$ cat src/design/cdq_pkg.sv
// Shared types, constants and index helpers for the circular deque.
`timescale 1ns / 1ps

package cdq_pkg;

   // Number of byte slots in the circular buffer.
   localparam int DEPTH = 16;
   localparam int IDX_W = (DEPTH > 1) ? $clog2(DEPTH) : 1;
   localparam int CNT_W = $clog2(DEPTH + 1);
   localparam int DATA_W = 8;
   localparam int LEN_W = 5;

   localparam logic [IDX_W-1:0] LAST_IDX = IDX_W'(DEPTH - 1);
   localparam logic [CNT_W-1:0] FULL_CNT = CNT_W'(DEPTH);

   // Operation requested by one item.
   typedef enum logic [1:0] {
      FUNC_PUSH_TOP    = 2'd0,
      FUNC_PUSH_BOTTOM = 2'd1,
      FUNC_POP_TOP     = 2'd2,
      FUNC_POP_BOTTOM  = 2'd3
   } func_type;

   // Outcome reported with every result item.
   typedef enum logic [1:0] {
      STATUS_OK    = 2'd0,
      STATUS_FULL  = 2'd1,
      STATUS_EMPTY = 2'd2
   } status_type;

   // Step an index up by one slot with wraparound.
   function automatic logic [IDX_W-1:0] idx_inc(input logic [IDX_W-1:0] i);
      return (i == LAST_IDX) ? '0 : i + IDX_W'(1);
   endfunction

   // Step an index down by one slot with wraparound.
   function automatic logic [IDX_W-1:0] idx_dec(input logic [IDX_W-1:0] i);
      return (i == '0) ? LAST_IDX : i - IDX_W'(1);
   endfunction

   // Occupancy as reported on the length field, modulo 32.
   function automatic logic [LEN_W-1:0] len_of(input logic [CNT_W-1:0] c);
      logic [CNT_W+LEN_W-1:0] ext;
      ext = {{LEN_W{1'b0}}, c};
      return ext[LEN_W-1:0];
   endfunction

endpackage

$ cat src/design/cdq_if.sv
// Valid/ready channel interfaces for deque requests and responses.
`timescale 1ns / 1ps

interface cdq_req_if;
   logic              valid;
   logic              ready;
   cdq_pkg::func_type func;
   logic [7:0]        value;

   modport source (output valid, output func, output value, input ready);
   modport sink (input valid, input func, input value, output ready);
endinterface

interface cdq_rsp_if;
   logic                valid;
   logic                ready;
   logic [7:0]          data;
   cdq_pkg::status_type status;
   logic [4:0]          length;

   modport source (output valid, output data, output status, output length, input ready);
   modport sink (input valid, input data, input status, input length, output ready);
endinterface

$ cat src/design/cdq_ram.sv
// Generic single-clock RAM with one write port and one registered read port.
`timescale 1ns / 1ps

module cdq_ram #(
   parameter int WIDTH = 8,
   parameter int DEPTH = 16
) (
   input  logic                     clock,
   input  logic                     wr_en,
   input  logic [$clog2(DEPTH)-1:0] wr_addr,
   input  logic [WIDTH-1:0]         wr_data,
   input  logic                     rd_en,
   input  logic [$clog2(DEPTH)-1:0] rd_addr,
   output logic [WIDTH-1:0]         rd_data
);

   logic [WIDTH-1:0] mem [DEPTH];

   // Write port and registered read port.
   always_ff @(posedge clock) begin
      if (wr_en) begin
         mem[wr_addr] <= wr_data;
      end
      if (rd_en) begin
         rd_data <= mem[rd_addr];
      end
   end

endmodule

$ cat src/design/circular_deque_unit.sv
// Top level of the circular deque: pointers, occupancy, slot RAM and response register.
`timescale 1ns / 1ps

// Double-ended byte queue of cdq_pkg::DEPTH slots kept in a single-port-read
// RAM. A push, or any refused operation (push when full, pop when empty), has
// its result loaded into the response register at the edge where the item is
// accepted. A successful pop passes through ST_READ, because the slot is read
// through the registered read port of the RAM and the byte reaches the
// response register in the cycle after the read. A new item is taken as soon
// as the response register is free or is being emptied in the same cycle and
// no popped byte is in flight, so pushes run at one item per cycle; a pop
// holds off the next item until its byte is loaded. The slot RAM is not
// cleared after reset; a pop only ever reads slots that a push has written.
module circular_deque_unit (
   input  logic          clock,
   input  logic          reset,
   cdq_req_if.sink       req_if,
   cdq_rsp_if.source     rsp_if
);

   typedef enum logic {
      ST_IDLE,
      ST_READ
   } state_type;

   state_type                    state_ff, state_in;
   logic [cdq_pkg::IDX_W-1:0]    top_ff, top_in;
   logic [cdq_pkg::IDX_W-1:0]    bottom_ff, bottom_in;
   logic [cdq_pkg::CNT_W-1:0]    occ_ff, occ_in;
   logic                         rsp_valid_ff, rsp_valid_in;
   logic [cdq_pkg::DATA_W-1:0]   data_ff, data_in;
   cdq_pkg::status_type          status_ff, status_in;
   logic [cdq_pkg::LEN_W-1:0]    length_ff, length_in;

   logic                         accept;
   logic                         is_full;
   logic                         is_empty;
   logic                         wr_en;
   logic [cdq_pkg::IDX_W-1:0]    wr_addr;
   logic                         rd_en;
   logic [cdq_pkg::IDX_W-1:0]    rd_addr;
   logic [cdq_pkg::DATA_W-1:0]   rd_data;

   // Slot storage.
   cdq_ram #(
      .WIDTH (cdq_pkg::DATA_W),
      .DEPTH (cdq_pkg::DEPTH)
   ) u_slots (
      .clock   (clock),
      .wr_en   (wr_en),
      .wr_addr (wr_addr),
      .wr_data (req_if.value),
      .rd_en   (rd_en),
      .rd_addr (rd_addr),
      .rd_data (rd_data)
   );

   // Handshake: take an item only when idle and the response register frees up.
   assign req_if.ready = (state_ff == ST_IDLE) && (!rsp_valid_ff || rsp_if.ready);
   assign accept       = req_if.valid && req_if.ready;
   assign is_full      = (occ_ff == cdq_pkg::FULL_CNT);
   assign is_empty     = (occ_ff == '0);

   assign rsp_if.valid  = rsp_valid_ff;
   assign rsp_if.data   = data_ff;
   assign rsp_if.status = status_ff;
   assign rsp_if.length = length_ff;

   // Next-state logic for pointers, occupancy, RAM access and the response.
   always_comb begin
      state_in     = state_ff;
      top_in       = top_ff;
      bottom_in    = bottom_ff;
      occ_in       = occ_ff;
      rsp_valid_in = rsp_valid_ff;
      data_in      = data_ff;
      status_in    = status_ff;
      length_in    = length_ff;
      wr_en        = 1'b0;
      wr_addr      = cdq_pkg::idx_dec(top_ff);
      rd_en        = 1'b0;
      rd_addr      = top_ff;

      if (rsp_if.valid && rsp_if.ready) begin
         rsp_valid_in = 1'b0;
      end

      case (state_ff)
         ST_IDLE: begin
            if (accept) begin
               data_in   = '0;
               status_in = cdq_pkg::STATUS_OK;
               case (req_if.func)
                  cdq_pkg::FUNC_PUSH_TOP: begin
                     if (is_full) begin
                        status_in = cdq_pkg::STATUS_FULL;
                     end else begin
                        top_in  = cdq_pkg::idx_dec(top_ff);
                        wr_en   = 1'b1;
                        wr_addr = cdq_pkg::idx_dec(top_ff);
                        occ_in  = occ_ff + cdq_pkg::CNT_W'(1);
                     end
                  end
                  cdq_pkg::FUNC_PUSH_BOTTOM: begin
                     if (is_full) begin
                        status_in = cdq_pkg::STATUS_FULL;
                     end else begin
                        bottom_in = cdq_pkg::idx_inc(bottom_ff);
                        wr_en     = 1'b1;
                        wr_addr   = cdq_pkg::idx_inc(bottom_ff);
                        occ_in    = occ_ff + cdq_pkg::CNT_W'(1);
                     end
                  end
                  cdq_pkg::FUNC_POP_TOP: begin
                     if (is_empty) begin
                        status_in = cdq_pkg::STATUS_EMPTY;
                     end else begin
                        rd_en    = 1'b1;
                        rd_addr  = top_ff;
                        top_in   = cdq_pkg::idx_inc(top_ff);
                        occ_in   = occ_ff - cdq_pkg::CNT_W'(1);
                        state_in = ST_READ;
                     end
                  end
                  cdq_pkg::FUNC_POP_BOTTOM: begin
                     if (is_empty) begin
                        status_in = cdq_pkg::STATUS_EMPTY;
                     end else begin
                        rd_en     = 1'b1;
                        rd_addr   = bottom_ff;
                        bottom_in = cdq_pkg::idx_dec(bottom_ff);
                        occ_in    = occ_ff - cdq_pkg::CNT_W'(1);
                        state_in  = ST_READ;
                     end
                  end
                  default: begin
                  end
               endcase
               length_in    = cdq_pkg::len_of(occ_in);
               rsp_valid_in = (state_in == ST_IDLE);
            end
         end
         ST_READ: begin
            // The popped byte arrives from the RAM read register.
            data_in      = rd_data;
            rsp_valid_in = 1'b1;
            state_in     = ST_IDLE;
         end
         default: begin
            state_in = ST_IDLE;
         end
      endcase
   end

   // State and registered outputs.
   always_ff @(posedge clock) begin
      if (reset) begin
         state_ff     <= ST_IDLE;
         top_ff       <= '0;
         bottom_ff    <= cdq_pkg::LAST_IDX;
         occ_ff       <= '0;
         rsp_valid_ff <= 1'b0;
      end else begin
         state_ff     <= state_in;
         top_ff       <= top_in;
         bottom_ff    <= bottom_in;
         occ_ff       <= occ_in;
         rsp_valid_ff <= rsp_valid_in;
      end
      data_ff   <= data_in;
      status_ff <= status_in;
      length_ff <= length_in;
   end

   // Occupancy never exceeds the number of slots.
   a_occ_bound: assert property (@(posedge clock) disable iff (reset)
      occ_ff <= cdq_pkg::FULL_CNT)
      else $error("occupancy above capacity");

   // The response register is free while a popped byte is on its way.
   a_read_slot_free: assert property (@(posedge clock) disable iff (reset)
      state_ff == ST_READ |-> !rsp_valid_ff)
      else $error("response register busy during slot read");

   // A pending response always reports the current occupancy.
   a_length_match: assert property (@(posedge clock) disable iff (reset)
      rsp_valid_ff |-> length_ff == cdq_pkg::len_of(occ_ff))
      else $error("reported length differs from occupancy");

   // A successful pop is followed by the read-return cycle.
   a_pop_reads: assert property (@(posedge clock) disable iff (reset)
      (accept && !is_empty && (req_if.func == cdq_pkg::FUNC_POP_TOP ||
                               req_if.func == cdq_pkg::FUNC_POP_BOTTOM))
      |=> state_ff == ST_READ)
      else $error("pop did not enter read state");

   // The RAM is never written and read in the same cycle.
   a_ram_exclusive: assert property (@(posedge clock) disable iff (reset)
      !(wr_en && rd_en))
      else $error("slot RAM written and read together");

endmodule
$ cat src/flat_wrapper.sv
// flat-port wrapper written by rule: the top's interface ports become plain ports
module circular_deque_unit_flat 
  (clock, reset, req_if_valid, req_if_func, req_if_value, req_if_ready, rsp_if_valid, rsp_if_data, rsp_if_status, rsp_if_length, rsp_if_ready);
  cdq_req_if req_if_i ();
  cdq_rsp_if rsp_if_i ();
  input  logic clock;
  input  logic reset;
  input wire logic [$bits(req_if_i.valid)-1:0] req_if_valid;
  input wire logic [$bits(req_if_i.func)-1:0] req_if_func;
  input wire logic [$bits(req_if_i.value)-1:0] req_if_value;
  output wire logic [$bits(req_if_i.ready)-1:0] req_if_ready;
  output wire logic [$bits(rsp_if_i.valid)-1:0] rsp_if_valid;
  output wire logic [$bits(rsp_if_i.data)-1:0] rsp_if_data;
  output wire logic [$bits(rsp_if_i.status)-1:0] rsp_if_status;
  output wire logic [$bits(rsp_if_i.length)-1:0] rsp_if_length;
  input wire logic [$bits(rsp_if_i.ready)-1:0] rsp_if_ready;
  assign req_if_i.valid = req_if_valid;
  assign req_if_i.func = req_if_func;
  assign req_if_i.value = req_if_value;
  assign req_if_ready = req_if_i.ready;
  assign rsp_if_valid = rsp_if_i.valid;
  assign rsp_if_data = rsp_if_i.data;
  assign rsp_if_status = rsp_if_i.status;
  assign rsp_if_length = rsp_if_i.length;
  assign rsp_if_i.ready = rsp_if_ready;
  circular_deque_unit u_core (.clock(clock), .reset(reset), .req_if(req_if_i), .rsp_if(rsp_if_i));
endmodule
$ cat config.mk
export PLATFORM = sky130hd
export DESIGN_NAME = circular_deque_unit_flat
export DESIGN_NICKNAME = d
export VERILOG_FILES = /design/src/design/cdq_pkg.sv /design/src/design/cdq_if.sv /design/src/design/cdq_ram.sv /design/src/design/circular_deque_unit.sv /design/src/flat_wrapper.sv
export SDC_FILE = /design/constraint.sdc
export NUM_CORES = 1
export LEC_CHECK = 0
export BUFFER_PORTS_ARGS = -buffer_cell sky130_fd_sc_hd__buf_2
export CAP_MARGIN = 10
export CORE_ASPECT_RATIO = 0.9
export CORE_MARGIN = 3
export CORE_UTILIZATION = 55
export CTS_BUF_LIST = sky130_fd_sc_hd__clkbuf_2 sky130_fd_sc_hd__clkbuf_4 sky130_fd_sc_hd__clkbuf_8
export DETAILED_ROUTE_END_ITERATION = 8
export PLACE_DENSITY = 0.8
export SLEW_MARGIN = 20
export SYNTH_ARGS = -nofsm -noshare
export SYNTH_HDL_FRONTEND = slang
export SYNTH_HIERARCHICAL = 1
export SYNTH_SLANG_ARGS = --single-unit
$ cat constraint.sdc
create_clock -name clock -period 6.2 [get_ports clock]
set_input_delay 1.86 -clock clock [delete_from_list [all_inputs] [get_ports clock]]
set_output_delay 1.86 -clock clock [all_outputs]
set_load 0.005 [all_outputs]
==> summary.md, run 1 <==
| Metric | Value |
|---|---|
| Status | finished, final reports clean |
| H-tree depth | 4 |
| Last weighted congestion value of the routability-driven placer | 0.869 |
| Total negative setup slack | 0 ns |
| Type of destination of the critical path | flip-flop |
| Post-synth net total | 466 |
| Layout cells sized above 1 | 0.191 |
| Clk_skew | between 0.008 and 0.009 ns |
| Critical path data arrival time | 5.01 ns |
| Relative contribution of the clock network to total power | 0.309 |
| Number of enable flip-flop cells after synthesis | 151 |
| Switching part of the total power | 0.253 |
| Cts hold-fix bufs | 0 |
| Number of buffers created by CTS | 17 |
| CTS tree | done |
| Summed area of non-filler cells in the final layout | 7810 um2 |
| Die area | 14400 um2 |
| Slew Viols, Final | 0 |
| Synth-to-layout area growth | 9.17% |
| Slew at the pin closest to its max-slew limit | between 0.9 and 1 ns |
| Placed wire-length estimate | 9040 um |
| Total DRC errors in the routed layout | 0 |
| Worst-skew pair later-pin latency | 0.44 ns |
| Post-CTS sizing | 0 |
| Post-Synthesis Cell Area | 7150 um2 |
| Max-Cap Viols | 0 |
| Mean Syn Cell Area | 16.1 um2 |
| Gate count after technology mapping | 445 |
| Start-to-end type of the worst setup path | primary input to flip-flop |
| First-pass GRT wire length | between 20000 and 25000 um |
| Cell internal pwr | 1.78 mW |
| Setup Buffers After CTS | 0 |
| Via-per-instance ratio | roughly 6.4 |
| Highest net fanout along the worst path | 32 |
| Post-Place Cell Area | 7430 um2 |
| Antenna violation net count after detailed routing | 0 |
| Register bit count reported by yosys | 166 |
| Buffer type at the clock tree root | sky130_fd_sc_hd__clkbuf_8 |
| Die W | 126 um |
| Antenna cells | 0 |
| Synth async-reset ratio | 0 |
| Placed Cells | 615 |
| Combinational power share | 0.143 |
| Fmax | 208 MHz |
| Total track usage | 0.201 |
| CTS clock-pin slew for the worst setup and hold paths | approximately 0.08 ns |
| Worst max-slew margin expressed relative to the limit | 0.357 |
| Sequential fraction of the synthesis area | 0.676 |
| Setup repair after global routing missed its margin | false |
| Worst EP required | 6.39 ns |
| Routed Wire Length | 13900 um |
| Number of library cell types mapped by synthesis | 57 |
| Cell Pwr Density | 305 nW/um2 |
| Hold Crit Class | flip-flop to flip-flop |
| I/O Pins | 31 |
| Maximum vdd drop | 0.248 mV |
| Maximum clock path buffer count | 2 |
| Share of the clock period used by the worst path after layout | 0.777 |
| Final hold violation count | 0 |
| Initial cell density of the core | 0.579 |
| Die Y-Extent | 114 um |
| Time the worst path needs with I/O delays and setup | 4.82 ns |
| Maximum number of pins on one net before global-route repair | 33 |
| Final-stage net count | 495 |
| Worst setup margin | 1.38 ns |
| Post-Place Worst Slack | 0.911 ns |
| Synth warnings | 6 |
| Antenna violations before repair | 1 |
| DRC marker count from the first detailed-route iteration | roughly 450 |
| Standby leakage power | between 2 and 3 nW |
| Share of total power in sequential cells | 0.549 |
| Std-Cell Core Area | 12400 um2 |
| Non-filler instance count after layout | 646 |
| Number of sinks driven by the clock tree | 166 |
| Residual overflow from global routing | 0 |
| Drt wl/cell | 21.5 um |
| Most used flip-flop cell after synthesis | sky130_fd_sc_hd__edfxtp_1 |
| Filler cells | 857 |
| Switching power | 0.602 mW |
| Count of endpoints failing setup in the final report | 0 |
| Via count of the first global-routing pass | 3913 |
| Port Buffers | 30 |
| Count of standard-cell rows | 38 |
| Crit path launch type | primary input |
| Total via count in the routed design | 4103 |
| DR pass1 iterations | 5 |
==> area by class of cell <==
cell class	count	area, um2	area share
Tap cell	160	200	0.0256
Clock buffer	19	249	0.0319
Sequential cell	166	4830	0.619
Inverter	14	52.6	0.00673
Clock inverter	12	133	0.0170
Multi-Input combinational cell	240	2150	0.275
Timing Repair Buffer	35	188	0.0240
==> cell usage after synthesis (5+ instances only) <==
cell type | instances | share of area
sky130_fd_sc_hd__mux4_2 | 18 | 0.057
sky130_fd_sc_hd__o21ai_0 | 13 | 0.0091
sky130_fd_sc_hd__nand3_1 | 5 | 0.0035
sky130_fd_sc_hd__ha_1 | 7 | 0.012
sky130_fd_sc_hd__a21oi_1 | 11 | 0.0077
sky130_fd_sc_hd__mux4_1 | 14 | 0.051
sky130_fd_sc_hd__mux2i_1 | 8 | 0.011
sky130_fd_sc_hd__xnor2_1 | 5 | 0.0061
sky130_fd_sc_hd__nand3b_1 | 6 | 0.0063
sky130_fd_sc_hd__a22oi_1 | 16 | 0.017
sky130_fd_sc_hd__nand2_1 | 25 | 0.013
sky130_fd_sc_hd__edfxtp_1 | 151 | 0.63
sky130_fd_sc_hd__nor2_1 | 28 | 0.015
sky130_fd_sc_hd__a31oi_1 | 5 | 0.0044
sky130_fd_sc_hd__nor3_1 | 7 | 0.0049
sky130_fd_sc_hd__dfxtp_1 | 15 | 0.042
sky130_fd_sc_hd__nand2b_1 | 9 | 0.0079
sky130_fd_sc_hd__and2_1 | 12 | 0.010
sky130_fd_sc_hd__clkbuf_1 | 13 | 0.0068
sky130_fd_sc_hd__inv_1 | 14 | 0.0073
==> cells by family (layout without fill, tap and decap cells) <==
logic type | count (synthesis) | count (layout) | share of synthesized area
flops | 166 | 166 | 0.676
simple gates | 110 | 110 | 0.0800
compound gates | 73 | 73 | 0.0717
mux | 43 | 43 | 0.124
buf+inv | 39 | 80 | 0.0275
fa+ha+maj | 7 | 7 | 0.0122
xor+xnor | 7 | 7 | 0.00857
==> final timing paths <==
| path | depth (start not counted) | end | from | slack, ns |
|---|---|---|---|---|
| worst max-delay path | 10 | u_core/u_slots/rd_data[7] | req_if_valid | 1.38 |
| worst min-delay path | 1 | u_core/rsp_if.data[5] | u_core/u_slots/rd_data[5] | 0.54 |
| worst max register to register | 8 | u_core/u_slots/mem[2][6] | u_core/occ_ff[0] | 2.06 |
| worst min register to register | 1 | u_core/rsp_if.data[5] | u_core/u_slots/rd_data[5] | 0.54 |
==> per-stage QoR <==
step | power [mW] | utilization | hold WS [ns]
after CTS | 2.40 | 0.632 | 0.546
after global placement | 1.65 | 0.601 | 0.513
final | 2.38 | 0.632 | 0.540
after detailed placement | 1.67 | 0.601 | 0.511
after floorplan | 1.57 | - | 0.503
after global routing | 2.48 | 0.632 | 0.588
==> flip-flops by register name, summed over array words and instances, names as in the netlist <==
signal                  cells
u_core/bottom_ff            4
u_core/occ_ff               5
u_core/rsp_if.data          8
u_core/rsp_if.length        5
u_core/rsp_if.status        2
u_core/rsp_if.valid         1
u_core/state_ff             1
u_core/top_ff               4
u_core/u_slots/mem        128
u_core/u_slots/rd_data      8
==> power by group through the flow <==
stage               clock network [mW]  logic [mW]  registers, mW
global route                     0.798       0.369           1.31
global placement                     0       0.325           1.33
floorplan                            0       0.258           1.31
CTS                              0.752       0.338           1.31
finish                           0.735       0.339           1.31
detailed placement                   0       0.336           1.33
==> routing by layer <==
layer / GRT usage / wire, um
met4: 0.0729 / 211
met1: 0.272 / 5950
met5: 0 / 13
met2: 0.311 / 6830
met3: 0.0630 / 906
==> critical path, cell delays in order <==
cell and delay, ns:
sky130_fd_sc_hd__buf_2 0.09, sky130_fd_sc_hd__nand2b_1 0.15, sky130_fd_sc_hd__or2_2 0.38, sky130_fd_sc_hd__inv_1 0.33, sky130_fd_sc_hd__nand4_1 0.42, sky130_fd_sc_hd__mux2i_4 0.27, sky130_fd_sc_hd__buf_4 0.51, sky130_fd_sc_hd__mux4_2 0.59
sky130_fd_sc_hd__a22oi_1 0.29, sky130_fd_sc_hd__nand2_1 0.09
==> layout by cell type (no fill, tap or decap), types with 3 or more instances in the layout <==
master                       netlist  final
sky130_fd_sc_hd__a21oi_1          11     11
sky130_fd_sc_hd__nor3_1            7      6
sky130_fd_sc_hd__nor2b_1           4      4
sky130_fd_sc_hd__a211oi_1          4      4
sky130_fd_sc_hd__nand2_1          25     25
sky130_fd_sc_hd__clkbuf_8          0     17
sky130_fd_sc_hd__mux4_2           18     18
sky130_fd_sc_hd__o211ai_1          3      3
sky130_fd_sc_hd__mux4_1           14     14
sky130_fd_sc_hd__clkinvlp_4        0      5
sky130_fd_sc_hd__buf_2             4     30
sky130_fd_sc_hd__xnor2_1           5      5
sky130_fd_sc_hd__mux2_2            3      3
sky130_fd_sc_hd__a22oi_1          16     16
sky130_fd_sc_hd__inv_1            14     14
sky130_fd_sc_hd__nand3_1           5      5
sky130_fd_sc_hd__nand2b_1          9      9
sky130_fd_sc_hd__mux2i_1           8      6
sky130_fd_sc_hd__clkinv_4          0      3
sky130_fd_sc_hd__a31oi_1           5      5
sky130_fd_sc_hd__ha_1              7      7
sky130_fd_sc_hd__nand3b_1          6      6
sky130_fd_sc_hd__and2_1           12     12
sky130_fd_sc_hd__o21ai_0          13     13
sky130_fd_sc_hd__dfxtp_1          15     15
sky130_fd_sc_hd__a221o_1           3      3
sky130_fd_sc_hd__edfxtp_1        151    151
sky130_fd_sc_hd__buf_4             1      5
sky130_fd_sc_hd__nor2_1           28     28
(Power assumes the default switching activity.)
==> run 2: changes to the inputs <==
--- a/config.mk
+++ b/config.mk
@@ -5,6 +5,7 @@
 export SDC_FILE = /design/constraint.sdc
 export NUM_CORES = 1
 export LEC_CHECK = 0
+export ABC_AREA = 1
 export BUFFER_PORTS_ARGS = -buffer_cell sky130_fd_sc_hd__buf_2
 export CAP_MARGIN = 10
 export CORE_ASPECT_RATIO = 0.9
==> constraint.sdc (replaced) <==
create_clock -name clock -period 4.45 [get_ports clock]
set_input_delay 1.335 -clock clock [delete_from_list [all_inputs] [get_ports clock]]
set_output_delay 1.335 -clock clock [all_outputs]
set_load 0.005 [all_outputs]
==> summary.md, run 2 <==
| Metric | Value |
|---|---|
| Fmax | 305 MHz |
| Setup repair after global routing missed its margin | false |
| Total track usage | 0.218 |
| Start-to-end type of the worst setup path | primary input to flip-flop |
| Synth async-reset ratio | 0 |
| Maximum vdd drop | 0.328 mV |
| Yosys top cell by area | sky130_fd_sc_hd__edfxtp_1 |
| Placed Cells | 1014 |
| Post-Synthesis Cell Area | slightly below 8000 um2 |
| Last weighted congestion value of the routability-driven placer | 0.920 |
| Number of buffers created by CTS | 17 |
| Initial cell density of the core | 0.572 |
| Worst-skew pair later-pin latency | 0.47 ns |
| Worst max-slew margin expressed relative to the limit | 0.365 |
| Hold Crit Class | flip-flop to flip-flop |
| Port Buffers | 30 |
| Synth warnings | 6 |
| Layout cells sized above 1 | 0.111 |
| Complex-gate fraction of the synthesized area | 0.0116 |
| Total negative setup slack | 0 ns |
| Via count of the first global-routing pass | 5242 |
| Reg-to-Reg Start | u_core/occ_ff[0] |
| Cts hold-fix bufs | 0 |
| Share of the clock period used by the worst path after layout | 0.736 |
| Number of library cell types mapped by synthesis | 31 |
| Standby leakage power | 3.80 nW |
| Final worst hold slack | about 0.54 ns |
| Summed area of non-filler cells in the final layout | 8440 um2 |
| Setup Buffers After CTS | 0 |
| Post-CTS sizing | 0 |
| Routed Wire Length | ~16000 um |
| Die Y-Extent | 119 um |
| Buffer type at the clock tree root | sky130_fd_sc_hd__clkbuf_8 |
| Hold worst-path end | u_core/rsp_if.data[0] |
| Min-Delay Startpoint | u_core/u_slots/rd_data[0] |
| Final-stage net count | 865 |
| Most used flip-flop cell after synthesis | sky130_fd_sc_hd__edfxtp_1 |
| Slew Viols, Final | 0 |
| Total DRC errors in the routed layout | 0 |
| Post-layout util | 0.620 |
| Die area | 15600 um2 |
| Antenna violations before repair | 0 |
| Final hold violation count | 0 |
| Sequential fraction of the synthesis area | 0.621 |
| Gate count after technology mapping | 818 |
| Placed wire-length estimate | between 10000 and 15000 um |
| Post-Place Worst Slack | 0.748 ns |
| Time the worst path needs with I/O delays and setup | 3.27 ns |
| Parity-gate share of the synthesized area counting xor and xnor cells | 0.00562 |
| Worst setup margin | about 1.2 ns |
| Die W | 131 um |
| Via-per-instance ratio | 5.27 |
| Most used cells in the layout excluding fill and tap cells | sky130_fd_sc_hd__nand2_1, sky130_fd_sc_hd__edfxtp_1, sky130_fd_sc_hd__inv_1, sky130_fd_sc_hd__nand3_1 |
| Total via count in the routed design | about 5500 |
| Simple-gate area share of the yosys netlist | 0.253 |
| Maximum clock path buffer count | 2 |
| Count of standard-cell rows | 40 |
| Synth top area cells | sky130_fd_sc_hd__edfxtp_1, sky130_fd_sc_hd__nand2_1, sky130_fd_sc_hd__nand3_1 |
| Maximum number of pins on one net before global-route repair | 36 |
| Highest net fanout along the worst path | 12 |
| Slew at the pin closest to its max-slew limit | 0.949 ns |
| Setup slack on the worst flop-to-flop path | 1.29 ns |
| Most common library cell in the layout ignoring fill and taps | sky130_fd_sc_hd__nand2_1 |
| Share of synthesized area spent on multiplexers | 0 |
| Cell Pwr Density | 409 nW/um2 |
| Antenna violation net count after detailed routing | 0 |
| Std-Cell Core Area | 13600 um2 |
| Register with the most flip-flops | u_core/u_slots/mem |
| Status | finished, final reports clean |
| Worst R2R Path Depth | 12 |
| Most frequently used cell type in the post-synthesis netlist | sky130_fd_sc_hd__nand2_1 |
| Flip-flop count of the largest register, all copies and words added | 128 |
| Number of enable flip-flop cells after synthesis | 151 |
| Residual overflow from global routing | 0 |
| Drt wl/cell | 15.5 um |
| Most used standard cells in the synthesized netlist | sky130_fd_sc_hd__nand2_1, sky130_fd_sc_hd__edfxtp_1, sky130_fd_sc_hd__inv_1, sky130_fd_sc_hd__nand3_1, sky130_fd_sc_hd__nor2_1 |
| Max-Cap Viols | 0 |
| Mean Syn Cell Area | 9.52 um2 |
| Critical path data arrival time | between 3 and 4 ns |
| Proportion of netlist area held by the largest area contributor | 0.582 |
| Post-synthesis share of cell area spent on full adders, half adders and majority gates | 0.0112 |
| Post-Place Cell Area | approximately 8000 um2 |
| Post-synth net total | 839 |
| Crit path launch type | primary input |
| Register bit count reported by yosys | 166 |
| I/O Pins | 31 |
| CTS tree | done |
| Synth-to-layout area growth | 8.39% |
| First-pass GRT wire length | 26300 um |
| CTS clock-pin slew for the worst setup and hold paths | 0.09 ns |
| Total power consumption of the routed design | 3.45 mW |
| Non-filler instance count after layout | about 1000 |
| Worst EP required | 4.54 ns |
| Capturing point of the worst reg2reg path | u_core/u_slots/mem[5][7] |
| DRC marker count from the first detailed-route iteration | 758 |
| Count of endpoints failing setup in the final report | 0 |
| Worst hold path stage count | 2 |
| Type of destination of the critical path | flip-flop |
| Antenna cells | 0 |
| Largest family of logic cells by synthesized area | simple AND/OR/NAND/NOR gates |
| Clk_skew | 0.0137 ns |
| H-tree depth | 4 |
| DR pass1 iterations | 8 |
| Number of sinks driven by the clock tree | 166 |
[run 2: how the worst max path moves through the flow]
stage,from,endpoint,cells after the start
after floorplan,rsp_if_ready,u_core/u_slots/mem[8][0],10
after detailed placement,rsp_if_ready,u_core/u_slots/mem[5][7],10
final,rsp_if_ready,u_core/u_slots/mem[5][7],10
after CTS,rsp_if_ready,u_core/u_slots/mem[5][6],10
after global routing,rsp_if_ready,u_core/u_slots/rd_data[4],15
after global placement,rsp_if_ready,u_core/u_slots/mem[5][3],10
[run 2: power by group]
part	switching, mW	internal (mW)
logic	0.376	0.168
clock network	0.582	0.524
registers	0.0345	1.77
[run 2: critical path, stage by stage]
cell and delay, ns:
sky130_fd_sc_hd__buf_2 0.07, sky130_fd_sc_hd__inv_1 0.04, sky130_fd_sc_hd__nand2_1 0.09, sky130_fd_sc_hd__nand3_4 0.18
sky130_fd_sc_hd__nor2_2 0.30, sky130_fd_sc_hd__nand2_2 0.11, sky130_fd_sc_hd__nand2_1 0.08, sky130_fd_sc_hd__nand2_1 0.09
sky130_fd_sc_hd__nand3b_1 0.27, sky130_fd_sc_hd__nor2_1 0.77
[run 2: logic make-up (layout without fill, tap and decap cells)]
| family | count (synthesis) | count (layout) |
|---|---|---|
| buf+inv | 173 | 212 |
| compound gates | 18 | 18 |
| fa+ha+maj | 7 | 7 |
| xor+xnor | 5 | 5 |
| simple gates | 449 | 449 |
| flops | 166 | 166 |
[run 2: area by class of cell]
type | count | area, um2
clock buffer | 18 | 241
clock inverter | 14 | 166
multi-input combinational | 479 | 2210
inverter | 143 | 538
sequential | 166 | 4830
timing repair buffer | 37 | 215
fill | 1125 | 5170
tap | 189 | 236
[run 2: routing by layer]
| metal | vias to the layer above | wire (um) | share of wire | global-route usage |
|---|---|---|---|---|
| met4 | 0 | 331 | 0.020 | 0.0932 |
| met3 | 36 | 1720 | 0.11 | 0.0524 |
| met2 | 286 | 7500 | 0.46 | 0.342 |
| li1 | 2677 | - | - | - |
| met5 | - | 0 | 0 | 0 |
| met1 | 2517 | 6690 | 0.41 | 0.294 |
==> run 3: changes to the inputs <==
--- a/config.mk
+++ b/config.mk
@@ -5,7 +5,7 @@
 export SDC_FILE = /design/constraint.sdc
 export NUM_CORES = 1
 export LEC_CHECK = 0
-export ABC_AREA = 1
+export ABC_AREA = 0
 export BUFFER_PORTS_ARGS = -buffer_cell sky130_fd_sc_hd__buf_2
 export CAP_MARGIN = 10
 export CORE_ASPECT_RATIO = 0.9
==> constraint.sdc (replaced) <==
create_clock -name clock -period 3.4 [get_ports clock]
set_input_delay 1.02 -clock clock [delete_from_list [all_inputs] [get_ports clock]]
set_output_delay 1.02 -clock clock [all_outputs]
set_load 0.005 [all_outputs]
==> summary.md, run 3 (synthesized netlist as in run 1, its figures left out) <==
| Metric | Value |
|---|---|
| Clk_skew | 0.0147 ns |
| Die area | 14400 um2 |
| Multi-input combinational cell area | 2160 um2 |
| Slew at the pin closest to its max-slew limit | 0.975 ns |
| Post-Place Cell Area | 7880 um2 |
| Routed Wire Length | 14700 um |
| Type of destination of the critical path | flip-flop |
| Worst EP required | between 3 and 4 ns |
| CTS tree | done |
| Count of standard-cell rows | 38 |
| Total negative setup slack | 0 ns |
| Area taken by flip-flops and latches | 4830 um2 |
| Crit path launch type | flip-flop |
| Final-stage net count | 545 |
| Flip-flop count of the largest register, all copies and words added | 128 |
| Placed wire-length estimate | 10100 um |
| Antenna violation net count after detailed routing | 0 |
| Via count of the first global-routing pass | about 4200 |
| Post-layout util | 0.672 |
| Most common library cell in the layout ignoring fill and taps | sky130_fd_sc_hd__edfxtp_1 |
| Start-to-end type of the worst setup path | flip-flop to flip-flop |
| Standby leakage power | just under 3 nW |
| Post-Place Worst Slack | -0.139 ns |
| Fmax | 317 MHz |
| Max-Cap Viols | 0 |
| Cts hold-fix bufs | 0 |
| DRC marker count from the first detailed-route iteration | around 500 |
| Worst setup margin | around 0.24 ns |
| Non-filler instance count after layout | 697 |
| Slowest stage cell, crit path | sky130_fd_sc_hd__or3b_2 |
| Most used cells in the layout excluding fill and tap cells | sky130_fd_sc_hd__edfxtp_1, sky130_fd_sc_hd__buf_4, sky130_fd_sc_hd__buf_2, sky130_fd_sc_hd__nor2_1, sky130_fd_sc_hd__nand2_1 |
| DR pass1 iterations | 5 |
| Antenna violations before repair | 1 |
| Setup repair after global routing missed its margin | false |
| Total track usage | 0.217 |
| Maximum number of pins on one net before global-route repair | 22 |
| Buffer type at the clock tree root | sky130_fd_sc_hd__clkbuf_8 |
| Final hold violation count | 0 |
| Drt wl/cell | 21.1 um |
| Via-per-instance ratio | just over 6 |
| Critical path data arrival time | 3.31 ns |
| Slew Viols, Final | 0 |
| Total via count in the routed design | between 4000 and 5000 |
| Total DRC errors in the routed layout | 0 |
| Residual overflow from global routing | 0 |
| Worst max-slew margin expressed relative to the limit | 0.347 |
| Summed area of non-filler cells in the final layout | 8310 um2 |
| Placed Cells | 665 |
| I/O Pins | 31 |
| Worst-skew pair later-pin latency | 0.45 ns |
| Post-CTS sizing | 0 |
| Port Buffers | 30 |
| Die W | about 130 um |
| Status | finished, final reports clean |
| Filler cells | 818 |
| Final worst hold slack | 0.530 ns |
| Total power consumption of the routed design | 4.61 mW |
| H-tree depth | 4 |
| Last weighted congestion value of the routability-driven placer | 0.875 |
| Antenna cells | 0 |
| Critical path buffer and inverter count | 2 |
| Synth-to-layout area growth | 16.1% |
| Time the worst path needs with I/O delays and setup | 3.16 ns |
| Count of endpoints failing setup in the final report | 0 |
| Share of the clock period used by the worst path after layout | 0.928 |
| Die Y-Extent | 114 um |
| Std-Cell Core Area | roughly 12000 um2 |
| Maximum clock path buffer count | 2 |
| Number of sinks driven by the clock tree | 166 |
| Cells traversed along the worst timing path | inv_1, ha_1, nor3b_1, a2111oi_2, and2_1, o21ai_0, or3b_2, nor2_1, buf_4 |
| Initial cell density of the core | 0.579 |
| Setup Buffers After CTS | 0 |
| Gate family responsible for the most delay along the worst path | simple AND/OR/NAND/NOR gates |
| Layout cells sized above 1 | 0.276 |
| Slowest Stage Delay on Critical Path | roughly 0.57 ns |
| Hold Crit Class | flip-flop to flip-flop |
| Maximum vdd drop | around 0.37 mV |
| Cell Pwr Density | 555 nW/um2 |
| Register with the most flip-flops | u_core/u_slots/mem |
| CTS clock-pin slew for the worst setup and hold paths | 0.09 ns |
| Highest net fanout along the worst path | 6 |
| Number of buffers created by CTS | 17 |
| First-pass GRT wire length | 23300 um |
[run 3: cell types whose count changed in the layout (fill, tap and decap cells not counted), moves of 6 or more]
cell and delta:
sky130_fd_sc_hd__and2_1 +10, sky130_fd_sc_hd__a22oi_1 +16, sky130_fd_sc_hd__nand4_1 -6, sky130_fd_sc_hd__mux2i_1 +6, sky130_fd_sc_hd__nand2_1 -239, sky130_fd_sc_hd__mux4_2 +18
sky130_fd_sc_hd__mux4_1 +14, sky130_fd_sc_hd__o21ai_0 +10, sky130_fd_sc_hd__nand3_1 -119, sky130_fd_sc_hd__nand2b_1 +8, sky130_fd_sc_hd__buf_4 +44, sky130_fd_sc_hd__inv_1 -124
[run 3: worst reg2reg max path, stage by stage (launching register included)]
cell and delay (ns):
sky130_fd_sc_hd__dfxtp_1 0.34, sky130_fd_sc_hd__inv_1 0.07, sky130_fd_sc_hd__ha_1 0.27, sky130_fd_sc_hd__nor3b_1 0.19, sky130_fd_sc_hd__a2111oi_2 0.47, sky130_fd_sc_hd__and2_1 0.26, sky130_fd_sc_hd__o21ai_0 0.21, sky130_fd_sc_hd__or3b_2 0.57
sky130_fd_sc_hd__nor2_1 0.27, sky130_fd_sc_hd__buf_4 0.22
[run 3: report_power, final]
part | total [mW] | switching (mW) | internal, mW
sequential | 2.36 | 0.0421 | 2.32
clock | 1.49 | 0.749 | 0.743
combinational | 0.755 | 0.402 | 0.354
[run 3: final timing paths]
kind | startpoint | end | slack, ns | depth (start not counted)
worst min-delay path | u_core/u_slots/rd_data[7] | u_core/rsp_if.data[7] | 0.53 | 1
worst min register to register | u_core/u_slots/rd_data[7] | u_core/rsp_if.data[7] | 0.53 | 1
worst max register to register | u_core/occ_ff[0] | u_core/u_slots/mem[1][6] | 0.24 | 9
worst max-delay path | u_core/occ_ff[0] | u_core/u_slots/mem[1][6] | 0.24 | 9
[run 3: cell type report]
type | count | area share
flip-flops and latches | 166 | 0.582
multi-input cells | 240 | 0.260
repair buffers | 85 | 0.0753
clock buffers | 17 | 0.0282
well taps | 160 | 0.0241
clock inverters | 15 | 0.0232
inverters | 14 | 0.00693
[run 3: metal layers]
layer | vias up | part of all wire | routed length (um) | global-route usage
met4 | 2 | 0.011 | 161 | 0.0629
met1 | 2133 | 0.43 | 6290 | 0.300
met5 | - | 0.00054 | 8 | 0
met2 | 207 | 0.49 | 7240 | 0.350
li1 | 1927 | - | - | -
met3 | 19 | 0.069 | 1010 | 0.0508
